## src/sv/rrss_pkg.sv

```systemverilog
// ----------------------------------------------------------------------------
// rrss_pkg: shared types for the round robin sleep scheduler
// Slot states, command codes, slot table entry and controller commands.
// ----------------------------------------------------------------------------
package rrss_pkg;

  localparam int unsigned DEF_SLOT_COUNT = 16;

  typedef enum logic [2:0] {
    ST_UNUSED   = 3'd0,
    ST_READY    = 3'd1,
    ST_RUNNING  = 3'd2,
    ST_SLEEPING = 3'd3,
    ST_ZOMBIE   = 3'd4
  } st_e;

  typedef enum logic [2:0] {
    CMD_TICK   = 3'd0,
    CMD_YIELD  = 3'd1,
    CMD_SLEEP  = 3'd2,
    CMD_EXIT   = 3'd3,
    CMD_CREATE = 3'd4
  } cmd_e;

  // one slot table entry
  typedef struct packed {
    st_e         status;
    logic [31:0] ident;
    logic [63:0] wake;
  } ent_t;

  // controller to datapath
  typedef struct packed {
    logic start;       // item accepted this cycle
    logic cur_rd;      // read the current slot
    logic cur_pr;      // update the current slot from read data
    logic scan_rd;     // read the slot at the scan index
    logic scan_pr;     // process the slot read in the previous cycle
    logic commit_old;  // demote the old running slot
    logic commit_new;  // promote the picked slot
    logic finish;      // settle the result flags
  } ctrl_t;

endpackage

```

## src/sv/rrss_ctrl.sv

```systemverilog
// ----------------------------------------------------------------------------
// rrss_ctrl: scheduler sequencer
// Steps each command through the read, scan and commit phases it needs.
// ----------------------------------------------------------------------------
module rrss_ctrl import rrss_pkg::*; #(
  parameter int unsigned SLOT_COUNT = DEF_SLOT_COUNT,
  localparam int unsigned IDX_W = $clog2(SLOT_COUNT),
  localparam int unsigned CNT_W = $clog2(SLOT_COUNT + 1)
) (
  input  logic             clk_i,
  input  logic             rst_ni,
  input  logic             in_valid_i,
  output logic             in_ready_o,
  input  logic [2:0]       cmd_i,
  output logic             out_valid_o,
  input  logic             out_ready_i,
  output ctrl_t            ctrl_o,
  output logic [IDX_W-1:0] scan_idx_o
);

  localparam logic [CNT_W-1:0] LEN_ALL = CNT_W'(SLOT_COUNT);
  localparam logic [CNT_W-1:0] LEN_OTH = CNT_W'(SLOT_COUNT - 1);

  typedef enum logic [2:0] {
    S_IDLE,
    S_CUR_RD,
    S_CUR_PR,
    S_SCAN,
    S_OLD,
    S_NEW,
    S_DONE,
    S_OUT
  } state_e;

  state_e           state_q;
  logic [CNT_W-1:0] cnt_q;
  logic             rs_q;      // reschedule scan covers the other slots only
  logic [CNT_W-1:0] scan_len;
  logic             accept;

  assign scan_len   = rs_q ? LEN_OTH : LEN_ALL;
  assign in_ready_o = (state_q == S_IDLE);
  assign out_valid_o = (state_q == S_OUT);
  assign accept     = in_valid_i && in_ready_o;
  assign scan_idx_o = cnt_q[IDX_W-1:0];

  always_comb begin
    ctrl_o            = '0;
    ctrl_o.start      = accept;
    ctrl_o.cur_rd     = (state_q == S_CUR_RD);
    ctrl_o.cur_pr     = (state_q == S_CUR_PR);
    ctrl_o.scan_rd    = (state_q == S_SCAN) && (cnt_q < scan_len);
    ctrl_o.scan_pr    = (state_q == S_SCAN) && (cnt_q != '0);
    ctrl_o.commit_old = (state_q == S_OLD);
    ctrl_o.commit_new = (state_q == S_NEW);
    ctrl_o.finish     = (state_q == S_DONE);
  end

  always_ff @(posedge clk_i or negedge rst_ni) begin
    if (!rst_ni) begin
      state_q <= S_IDLE;
      cnt_q   <= '0;
      rs_q    <= 1'b0;
    end else begin
      unique case (state_q)
        S_IDLE: begin
          if (accept) begin
            cnt_q <= '0;
            unique case (cmd_i)
              CMD_TICK, CMD_CREATE: begin
                rs_q    <= 1'b0;
                state_q <= S_SCAN;
              end
              CMD_YIELD, CMD_SLEEP, CMD_EXIT: begin
                rs_q    <= 1'b1;
                state_q <= S_CUR_RD;
              end
              default: state_q <= S_DONE;
            endcase
          end
        end
        S_CUR_RD: state_q <= S_CUR_PR;
        S_CUR_PR: begin
          cnt_q   <= '0;
          state_q <= S_SCAN;
        end
        S_SCAN: begin
          cnt_q <= cnt_q + 1'b1;
          if (cnt_q == scan_len) begin
            state_q <= rs_q ? S_OLD : S_DONE;
          end
        end
        S_OLD:  state_q <= S_NEW;
        S_NEW:  state_q <= S_DONE;
        S_DONE: state_q <= S_OUT;
        S_OUT: begin
          if (out_ready_i) begin
            state_q <= S_IDLE;
          end
        end
        default: state_q <= S_IDLE;
      endcase
    end
  end

  a_one_phase: assert property (@(posedge clk_i) disable iff (!rst_ni)
    $onehot0({ctrl_o.start, ctrl_o.cur_rd, ctrl_o.cur_pr, ctrl_o.scan_rd | ctrl_o.scan_pr,
              ctrl_o.commit_old, ctrl_o.commit_new, ctrl_o.finish}))
    else $error("more than one datapath phase active");

  a_busy_after_accept: assert property (@(posedge clk_i) disable iff (!rst_ni)
    accept |=> !in_ready_o && !out_valid_o)
    else $error("sequencer did not leave idle on accept");

endmodule

```

## src/sv/rrss_datapath.sv

```systemverilog
// ----------------------------------------------------------------------------
// rrss_datapath: slot table and scheduler registers
// Two port slot table with valid bits, tick and id counters, pick logic.
// ----------------------------------------------------------------------------
module rrss_datapath import rrss_pkg::*; #(
  parameter int unsigned SLOT_COUNT = DEF_SLOT_COUNT,
  localparam int unsigned IDX_W = $clog2(SLOT_COUNT)
) (
  input  logic             clk_i,
  input  logic             rst_ni,
  input  logic [2:0]       cmd_i,
  input  logic [31:0]      sleep_length_i,
  input  ctrl_t            ctrl_i,
  input  logic [IDX_W-1:0] scan_idx_i,
  output logic [3:0]       running_slot_o,
  output logic [31:0]      running_id_o,
  output logic             did_switch_o,
  output logic             create_status_o,
  output logic [31:0]      created_id_o
);

  localparam logic [IDX_W:0] SLOTS = (IDX_W + 1)'(SLOT_COUNT);

  // slot table
  ent_t                  mem_q [SLOT_COUNT];
  logic [SLOT_COUNT-1:0] vld_q;
  ent_t                  rd_ent_q;
  logic                  rd_vld_q;
  logic [IDX_W-1:0]      rd_addr_q;

  // scheduler state
  logic [2:0]       cmd_q;
  logic [31:0]      len_q;
  logic [63:0]      tick_q;
  logic [31:0]      id_q;
  logic [IDX_W-1:0] cur_q;
  logic [31:0]      cur_id_q;
  ent_t             cur_ent_q;
  logic [IDX_W-1:0] pick_q;
  ent_t             pick_ent_q;
  logic             found_q;
  logic             sw_q;
  logic             full_q;
  logic [31:0]      made_q;

  logic             resched;
  logic [IDX_W:0]   addr_sum;
  logic [IDX_W-1:0] scan_addr;
  logic             rd_en;
  logic [IDX_W-1:0] rd_addr;
  ent_t             rd_e;
  ent_t             cur_mod;
  logic             wr_en;
  logic [IDX_W-1:0] wr_addr;
  ent_t             wr_ent;
  logic [IDX_W+3:0] slot_ext;

  assign resched = (cmd_q == CMD_YIELD) || (cmd_q == CMD_SLEEP) || (cmd_q == CMD_EXIT);

  // reschedule scans cur+1 .. cur+N-1, wrapping
  always_comb begin
    addr_sum = {1'b0, cur_q} + {1'b0, scan_idx_i} + 1'b1;
    if (addr_sum >= SLOTS) begin
      addr_sum = addr_sum - SLOTS;
    end
    scan_addr = resched ? addr_sum[IDX_W-1:0] : scan_idx_i;
  end

  assign rd_en   = ctrl_i.cur_rd || ctrl_i.scan_rd;
  assign rd_addr = ctrl_i.cur_rd ? cur_q : scan_addr;

  // entries never written read as their reset contents
  always_comb begin
    if (rd_vld_q) begin
      rd_e = rd_ent_q;
    end else begin
      rd_e = '{status: ST_UNUSED, ident: 32'd0, wake: 64'd0};
      if (rd_addr_q == IDX_W'(0)) begin
        rd_e.status = ST_RUNNING;
        rd_e.ident  = 32'd1;
      end else if (rd_addr_q == IDX_W'(1)) begin
        rd_e.status = ST_READY;
        rd_e.ident  = 32'd2;
      end
    end
  end

  always_comb begin
    cur_mod = rd_e;
    if ((cmd_q == CMD_SLEEP) && (len_q != '0)) begin
      cur_mod.status = ST_SLEEPING;
      cur_mod.wake   = tick_q + {32'd0, len_q};
    end else if (cmd_q == CMD_EXIT) begin
      cur_mod.status = ST_ZOMBIE;
    end
  end

  always_comb begin
    wr_en   = 1'b0;
    wr_addr = rd_addr_q;
    wr_ent  = rd_e;
    priority if (ctrl_i.cur_pr) begin
      wr_en  = 1'b1;
      wr_ent = cur_mod;
    end else if (ctrl_i.scan_pr) begin
      unique case (cmd_q)
        CMD_TICK: begin
          if ((rd_e.status == ST_SLEEPING) && (tick_q >= rd_e.wake)) begin
            wr_en         = 1'b1;
            wr_ent.status = ST_READY;
            wr_ent.wake   = '0;
          end
        end
        CMD_YIELD, CMD_SLEEP, CMD_EXIT: begin
          if (rd_e.status == ST_ZOMBIE) begin
            wr_en  = 1'b1;
            wr_ent = '{status: ST_UNUSED, ident: 32'd0, wake: 64'd0};
          end
        end
        CMD_CREATE: begin
          if ((rd_e.status == ST_UNUSED) && !found_q) begin
            wr_en  = 1'b1;
            wr_ent = '{status: ST_READY, ident: id_q, wake: 64'd0};
          end
        end
        default: wr_en = 1'b0;
      endcase
    end else if (ctrl_i.commit_old) begin
      wr_en         = found_q && (cur_ent_q.status == ST_RUNNING);
      wr_addr       = cur_q;
      wr_ent        = cur_ent_q;
      wr_ent.status = ST_READY;
    end else if (ctrl_i.commit_new) begin
      wr_en         = found_q;
      wr_addr       = pick_q;
      wr_ent        = pick_ent_q;
      wr_ent.status = ST_RUNNING;
    end
  end

  always_ff @(posedge clk_i) begin
    if (wr_en) begin
      mem_q[wr_addr] <= wr_ent;
    end
    if (rd_en) begin
      rd_ent_q  <= mem_q[rd_addr];
      rd_vld_q  <= vld_q[rd_addr];
      rd_addr_q <= rd_addr;
    end
    if (ctrl_i.start) begin
      len_q <= sleep_length_i;
    end
    if (ctrl_i.cur_pr) begin
      cur_ent_q <= cur_mod;
    end
    if (ctrl_i.scan_pr && resched && (rd_e.status == ST_READY) && !found_q) begin
      pick_q     <= rd_addr_q;
      pick_ent_q <= rd_e;
    end
  end

  always_ff @(posedge clk_i or negedge rst_ni) begin
    if (!rst_ni) begin
      vld_q    <= '0;
      cmd_q    <= CMD_TICK;
      tick_q   <= '0;
      id_q     <= 32'd3;
      cur_q    <= '0;
      cur_id_q <= 32'd1;
      found_q  <= 1'b0;
      sw_q     <= 1'b0;
      full_q   <= 1'b0;
      made_q   <= '0;
    end else begin
      if (wr_en) begin
        vld_q[wr_addr] <= 1'b1;
      end
      if (ctrl_i.start) begin
        cmd_q   <= cmd_i;
        found_q <= 1'b0;
        made_q  <= '0;
        if (cmd_i == CMD_TICK) begin
          tick_q <= tick_q + 64'd1;
        end
      end
      if (ctrl_i.scan_pr && !found_q) begin
        if (resched && (rd_e.status == ST_READY)) begin
          found_q <= 1'b1;
        end else if ((cmd_q == CMD_CREATE) && (rd_e.status == ST_UNUSED)) begin
          found_q <= 1'b1;
          made_q  <= id_q;
          id_q    <= id_q + 32'd1;
        end
      end
      if (ctrl_i.commit_new && found_q) begin
        cur_q    <= pick_q;
        cur_id_q <= pick_ent_q.ident;
      end
      if (ctrl_i.finish) begin
        sw_q   <= resched && found_q;
        full_q <= (cmd_q == CMD_CREATE) && !found_q;
      end
    end
  end

  assign slot_ext        = {4'd0, cur_q};
  assign running_slot_o  = slot_ext[3:0];
  assign running_id_o    = cur_id_q;
  assign did_switch_o    = sw_q;
  assign create_status_o = full_q;
  assign created_id_o    = made_q;

  a_no_port_clash: assert property (@(posedge clk_i) disable iff (!rst_ni)
    wr_en && rd_en |-> wr_addr != rd_addr)
    else $error("slot table read and write hit the same entry");

  a_pick_differs: assert property (@(posedge clk_i) disable iff (!rst_ni)
    ctrl_i.commit_new && found_q |-> pick_q != cur_q)
    else $error("picked slot equals current slot");

  a_found_cleared: assert property (@(posedge clk_i) disable iff (!rst_ni)
    ctrl_i.start |=> !found_q && (made_q == '0))
    else $error("per-item flags not cleared on accept");

endmodule

```

## src/sv/round_robin_sleep_scheduler.sv

```systemverilog
// ----------------------------------------------------------------------------
// round_robin_sleep_scheduler: slot table thread scheduler
// Tick, yield, sleep, exit and create over a round robin slot table.
//
//   channel | direction | beat contents
//   --------+-----------+------------------------------------------------------
//   in      | input     | cmd, sleep_length
//   out     | output    | running_slot, running_id, did_switch, create_status,
//           |           | created_id
//
// One beat in, one beat out, one item at a time.
// Tick and create scan all slots; yield/sleep/exit update the current slot,
// scan the other slots, then commit any switch; other codes go straight to
// the result. The scan reads one entry per cycle through its single read port.
// Reset: table contents come from per-entry valid bits, no clearing pass.
// A stalled out beat holds the block; in is not ready until it is taken.
// ----------------------------------------------------------------------------
module round_robin_sleep_scheduler import rrss_pkg::*; #(
  parameter int unsigned SLOT_COUNT = DEF_SLOT_COUNT
) (
  input  logic        clk_i,
  input  logic        rst_ni,
  input  logic        in_valid_i,
  output logic        in_ready_o,
  input  logic [2:0]  cmd_i,
  input  logic [31:0] sleep_length_i,
  output logic        out_valid_o,
  input  logic        out_ready_i,
  output logic [3:0]  running_slot_o,
  output logic [31:0] running_id_o,
  output logic        did_switch_o,
  output logic        create_status_o,
  output logic [31:0] created_id_o
);

  localparam int unsigned IDX_W = $clog2(SLOT_COUNT);

  ctrl_t            ctrl;
  logic [IDX_W-1:0] scan_idx;

  rrss_ctrl #(
    .SLOT_COUNT(SLOT_COUNT)
  ) u_ctrl (
    .clk_i      (clk_i),
    .rst_ni     (rst_ni),
    .in_valid_i (in_valid_i),
    .in_ready_o (in_ready_o),
    .cmd_i      (cmd_i),
    .out_valid_o(out_valid_o),
    .out_ready_i(out_ready_i),
    .ctrl_o     (ctrl),
    .scan_idx_o (scan_idx)
  );

  rrss_datapath #(
    .SLOT_COUNT(SLOT_COUNT)
  ) u_datapath (
    .clk_i          (clk_i),
    .rst_ni         (rst_ni),
    .cmd_i          (cmd_i),
    .sleep_length_i (sleep_length_i),
    .ctrl_i         (ctrl),
    .scan_idx_i     (scan_idx),
    .running_slot_o (running_slot_o),
    .running_id_o   (running_id_o),
    .did_switch_o   (did_switch_o),
    .create_status_o(create_status_o),
    .created_id_o   (created_id_o)
  );

endmodule

```

## config.mk

```make
export PLATFORM = sky130hd
export DESIGN_NAME = round_robin_sleep_scheduler
export DESIGN_NICKNAME = d
export VERILOG_FILES = /design/src/sv/rrss_pkg.sv /design/src/sv/rrss_ctrl.sv /design/src/sv/rrss_datapath.sv /design/src/sv/round_robin_sleep_scheduler.sv
export SDC_FILE = /design/constraint.sdc
export NUM_CORES = 2
export LEC_CHECK = 0
export ABC_AREA = 1
export ABC_CLOCK_PERIOD_IN_PS = 13500
export BUFFER_PORTS_ARGS = -buffer_cell sky130_fd_sc_hd__buf_4
export CAP_MARGIN = 0
export CORE_ASPECT_RATIO = 0.7
export CORE_UTILIZATION = 54
export CTS_CLUSTER_DIAMETER = 200
export DETAILED_ROUTE_END_ITERATION = 8
export PLACE_DENSITY = 0.77
export SYNTH_ARGS = -nofsm -noshare
export SYNTH_HDL_FRONTEND = slang
export SYNTH_HIERARCHICAL = 1
export SYNTH_SLANG_ARGS = --single-unit
```

## constraint.sdc

```tcl
create_clock -name clk_i -period 13.5 [get_ports clk_i]
set_clock_uncertainty 0.15 [all_clocks]
set_input_delay 1.35 -clock clk_i [delete_from_list [all_inputs] [get_ports clk_i]]
set_output_delay 1.35 -clock clk_i [all_outputs]
set_load 0.01 [all_outputs]
```

==> flow_summary_export.csv <==
group,metric,value,unit
logic_synthesis,postSynth.asyncResetShare,9.224,%
clock_network,cts_buffers,192,
sta,worstMarginPinSlew,1.345,ns
detailed_routing,dr_wl_met2,112.2,mm
global_routing,gr-usage-all-layers,31.05,%
detailed_routing,wire_per_inst,26.86,um
logic_synthesis,synth-seq-cells,2114,
global_routing,gr-total-overflow,0,
sta,finalSetupTns,0,ns
global_routing,grt_max_degree,210,
clock_network,cts_buffer_depth,3,
detailed_routing,drt_iter0_drc,10340,
clock_network,cts.clk_slew.worst_paths,0.07,ns
logic_synthesis,synth_compound_area_share,11.49,%
logic_synthesis,synth_top_family_by_area,"simple AND/OR/NAND/NOR gates",
layout,layout-drive-gt1-share,13.41,%
logic_synthesis,synth_edf_count,1919,
die,die_x,498.8,um
logic_synthesis,synth_top_flop_cell,"edfxtp_1",
critical_path,crit_type,"flip-flop to flip-flop",
clock_network,cts_resized,0,
sta,relSlewSlack,9.971,%
sta,final_max_slew_viol_count,0,
pwr,powerDensity,281.3,nW/um2
sta,rsz0062_at_grt,"no",
logic_synthesis,yosysWarnings,6,
logic_synthesis,synth_cell_types,59,
critical_path,arrival,6.17,ns
detailed_routing,maxUsedRoutingLayer,"met5",
critical_path,worstPathCellList,"inv_1 -> nor2_4 -> buf_4 -> clkinv_2 -> nand2_4 -> o22ai_1 -> nand2_1 -> o21a_1 -> inv_1 -> nor2_1 -> inv_1 -> nor2_1 -> nand2_1 -> inv_6 -> buf_4",
clock_network,h-tree-depth,4,
outcome,status,"finished, final reports clean",
pwr,max-vdd-ir-drop,0.0002982,V
critical_path,critical_path.max_fanout,54,
sta,clock.fmax,170.3,MHz
logic_synthesis,avgSynthCellArea,11.80,um2
sta,period_share,43.49,%
sta,fin_crit,5.871,ns
sta,setup_viol,0,
global_routing,grt_pass1_wl,402.3,mm
place,dp.final_hpwl,166.9,mm
clock_network,cts_tree,"yes",
detailed_routing,via_per_inst,6.372,
critical_path,crit_top_cell,"inv_1",
layout,fin_cells,10250,
detailed_routing,drc,0,
logic_synthesis,synth_xor_area_share,1.033,%
layout,areaGrowthSynthToFinish,9.528,%
detailed_routing,dr_wl_met3,44.47,mm
sta,final-hold-violation-count,0,
critical_path,cpPeakStageDelay,0.86,ns
logic_synthesis,yosys.area_share.simple,14.65,%
min_path,min_path_type,"flip-flop to flip-flop",
flow_run,cap_violations,0,
die,initial_core_util,54.40,%
logic_synthesis,synthAdderAreaFrac,1.492,%
clock_network,insertion_delay,0.84,ns
die,core-area,171500,um2
critical_path,cp_num_cells,15,
place,globalplace.congestion,0.9971,
critical_path,worst-path-buf-inv,7,
clock_network,clock-root-buffer,"clkbuf_16",
clock_network,cts_setup_buffers,0,
logic_synthesis,muxShareOfSynthArea,0.3259,%
detailed_routing,drt_first_pass_iters,8,
detailed_routing,met1_length,113.3,mm
die,ios,111,
min_path,hold_depth,2,
critical_path,startpoint_type,"flip-flop",
detailed_routing,wirelength,275.4,mm
layout,finalNetCount,7987,
logic_synthesis,yosysSeqAreaShare,67.01,%
critical_path,crit_family,"buffers and inverters",
pwr,p_leak,0.03579,uW
die,rows,127,
global_routing,grt_antenna_before_repair,18,
logic_synthesis,synth_cells,7907,
die,die_h,349.7,um
critical_path,endpoint_kind,"flip-flop",
die,die_area,174400,um2
logic_synthesis,synth_fp_nets,8056,
critical_path,reg2reg_depth,15,
global_routing,first_global_vias,60950,
clock_network,cts.sinks,2114,
critical_path,required,13.80,ns
detailed_routing,num_vias,65330,
critical_path,slowest_stage,"buf_4",
detailed_routing,antenna_left,0,
clock_network,holdBufCountCts,0,
place,numPortBuffers,110,
logic_synthesis,synth_area,93280,um2
place,dpl.cell_count,9901,
cell families (layout without fill, tap and decap cells):
logic type / Yosys count / after routing
DFF: 2114 / 2114
buffers and inverters: 942 / 1027
AOI/OAI and AO/OA: 1642 / 1642
adders and majority gates: 110 / 110
other: 0 / 3
muxes: 27 / 27
xor gates and xnor gates: 110 / 110
and+or+nand+nor: 2962 / 2962
final cells by class:
cell class                 instances  area [um2]
clock buffer                     242        5086
timing repair buffer             214        1638
multi-input combinational       4851       27180
inverter                         465        1862
clock inverter                   106        1065
fill                           13130       69290
tap                             2257        2824
antenna                            3       7.507
sequential                      2114       62510
where the power goes:
part	switching (uW)	total (uW)	internal, uW
combinational	9560	12600	3060
sequential	479	10700	10200
clock	2450	5420	2970
state kept, by name, indices dropped and copies added, names as in the netlist:
register,count
u_datapath/rd_vld_q,1
u_datapath/cmd_q,3
u_datapath/running_id_o,32
u_datapath/mem_q,1584
u_datapath/did_switch_o,1
u_datapath/cur_ent_q,99
u_datapath/create_status_o,1
u_ctrl/cnt_q,5
u_datapath/found_q,1
u_datapath/created_id_o,32
u_datapath/pick_ent_q,96
u_datapath/id_q,32
u_datapath/len_q,32
u_datapath/tick_q,64
u_datapath/running_slot_o,4
u_ctrl/rs_q,1
u_datapath/vld_q,16
u_datapath/pick_q,4
u_datapath/rd_addr_q,4
u_ctrl/state_q,3
u_datapath/rd_ent_q,99
cell usage after synthesis, types with 59 or more instances:
| cell | n | area [um2] |
|---|---|---|
| edfxtp_1 | 1919 | 57630 |
| nand2_1 | 1005 | 3772 |
| o211ai_1 | 835 | 6269 |
| nor2_1 | 741 | 2781 |
| o21ai_0 | 534 | 2673 |
| nand3_1 | 523 | 2618 |
| or2_2 | 458 | 2865 |
| inv_1 | 450 | 1689 |
| clkbuf_1 | 338 | 1269 |
| dfrtp_1 | 192 | 4805 |
| a21oi_1 | 135 | 675.7 |
| ha_1 | 108 | 1351 |
| buf_2 | 95 | 475.5 |
| nand4_1 | 87 | 544.3 |
| xor2_1 | 87 | 762.0 |
| o221ai_1 | 74 | 648.1 |
| nor3_1 | 59 | 295.3 |
metal layers:
metal / GRT usage, % / vias up
li1: - / 28580
met1: 47.42 / 32100
met2: 42.47 / 4266
met3: 10.45 / 376
met4: 7.270 / 6
met5: 0 / -
final timing paths:
kind / from / to / slack (ns)
setup / recovery: u_ctrl/state_q[2] / u_datapath/mem_q[15][35] / 7.63
hold / removal: u_datapath/vld_q[2] / u_datapath/vld_q[2] / 0.30
setup reg to reg: u_ctrl/state_q[2] / u_datapath/mem_q[15][35] / 7.63
hold reg to reg: u_datapath/vld_q[2] / u_datapath/vld_q[2] / 0.30
max in group asynchronous: rst_ni / u_datapath/running_id_o[8] / 10.63
min in group asynchronous: rst_ni / u_datapath/tick_q[17] / 0.38
layout by cell type (no fill, tap or decap), types with 44 or more instances in the layout:
master     Yosys  routed
nor3_1        59      56
nor2_1       741     735
nand3_1      523     522
nand4_1       87      87
o221ai_1      74      74
xor2_1        87      87
clkbuf_16      0     195
inv_1        450     428
nand2_1     1005    1003
buf_4         17     211
ha_1         108     108
edfxtp_1    1919    1919
o21ai_0      534     531
or2_2        458     457
a21oi_1      135     131
dfrtp_1      192     192
o211ai_1     835     835
clkbuf_1     338      44
worst reg2reg max path: cells and delay by family (launching register included):
kind,cells,cell delay [ns]
and+or+nand+nor,6,1.25
buffers and inverters,7,3.06
AOI/OAI and AO/OA,2,0.31
DFF,1,0.66
metrics by stage:
stage | area, um2 | total power, uW | hold slack, ns | utilization, % | setup WS (ns)
floorplan | 93280 | 18080 | 0.2715 | - | 2.389
global placement | 96010 | 22490 | 0.2864 | 56.00 | 7.929
detailed placement | 96010 | 22850 | 0.2886 | 56.00 | 7.841
CTS | 102200 | 28240 | 0.3041 | 59.58 | 7.830
global route | 102200 | 29860 | 0.3170 | 59.58 | 7.439
finish | 102200 | 28740 | 0.3043 | 59.59 | 7.629
(Power assumes the default switching activity.)
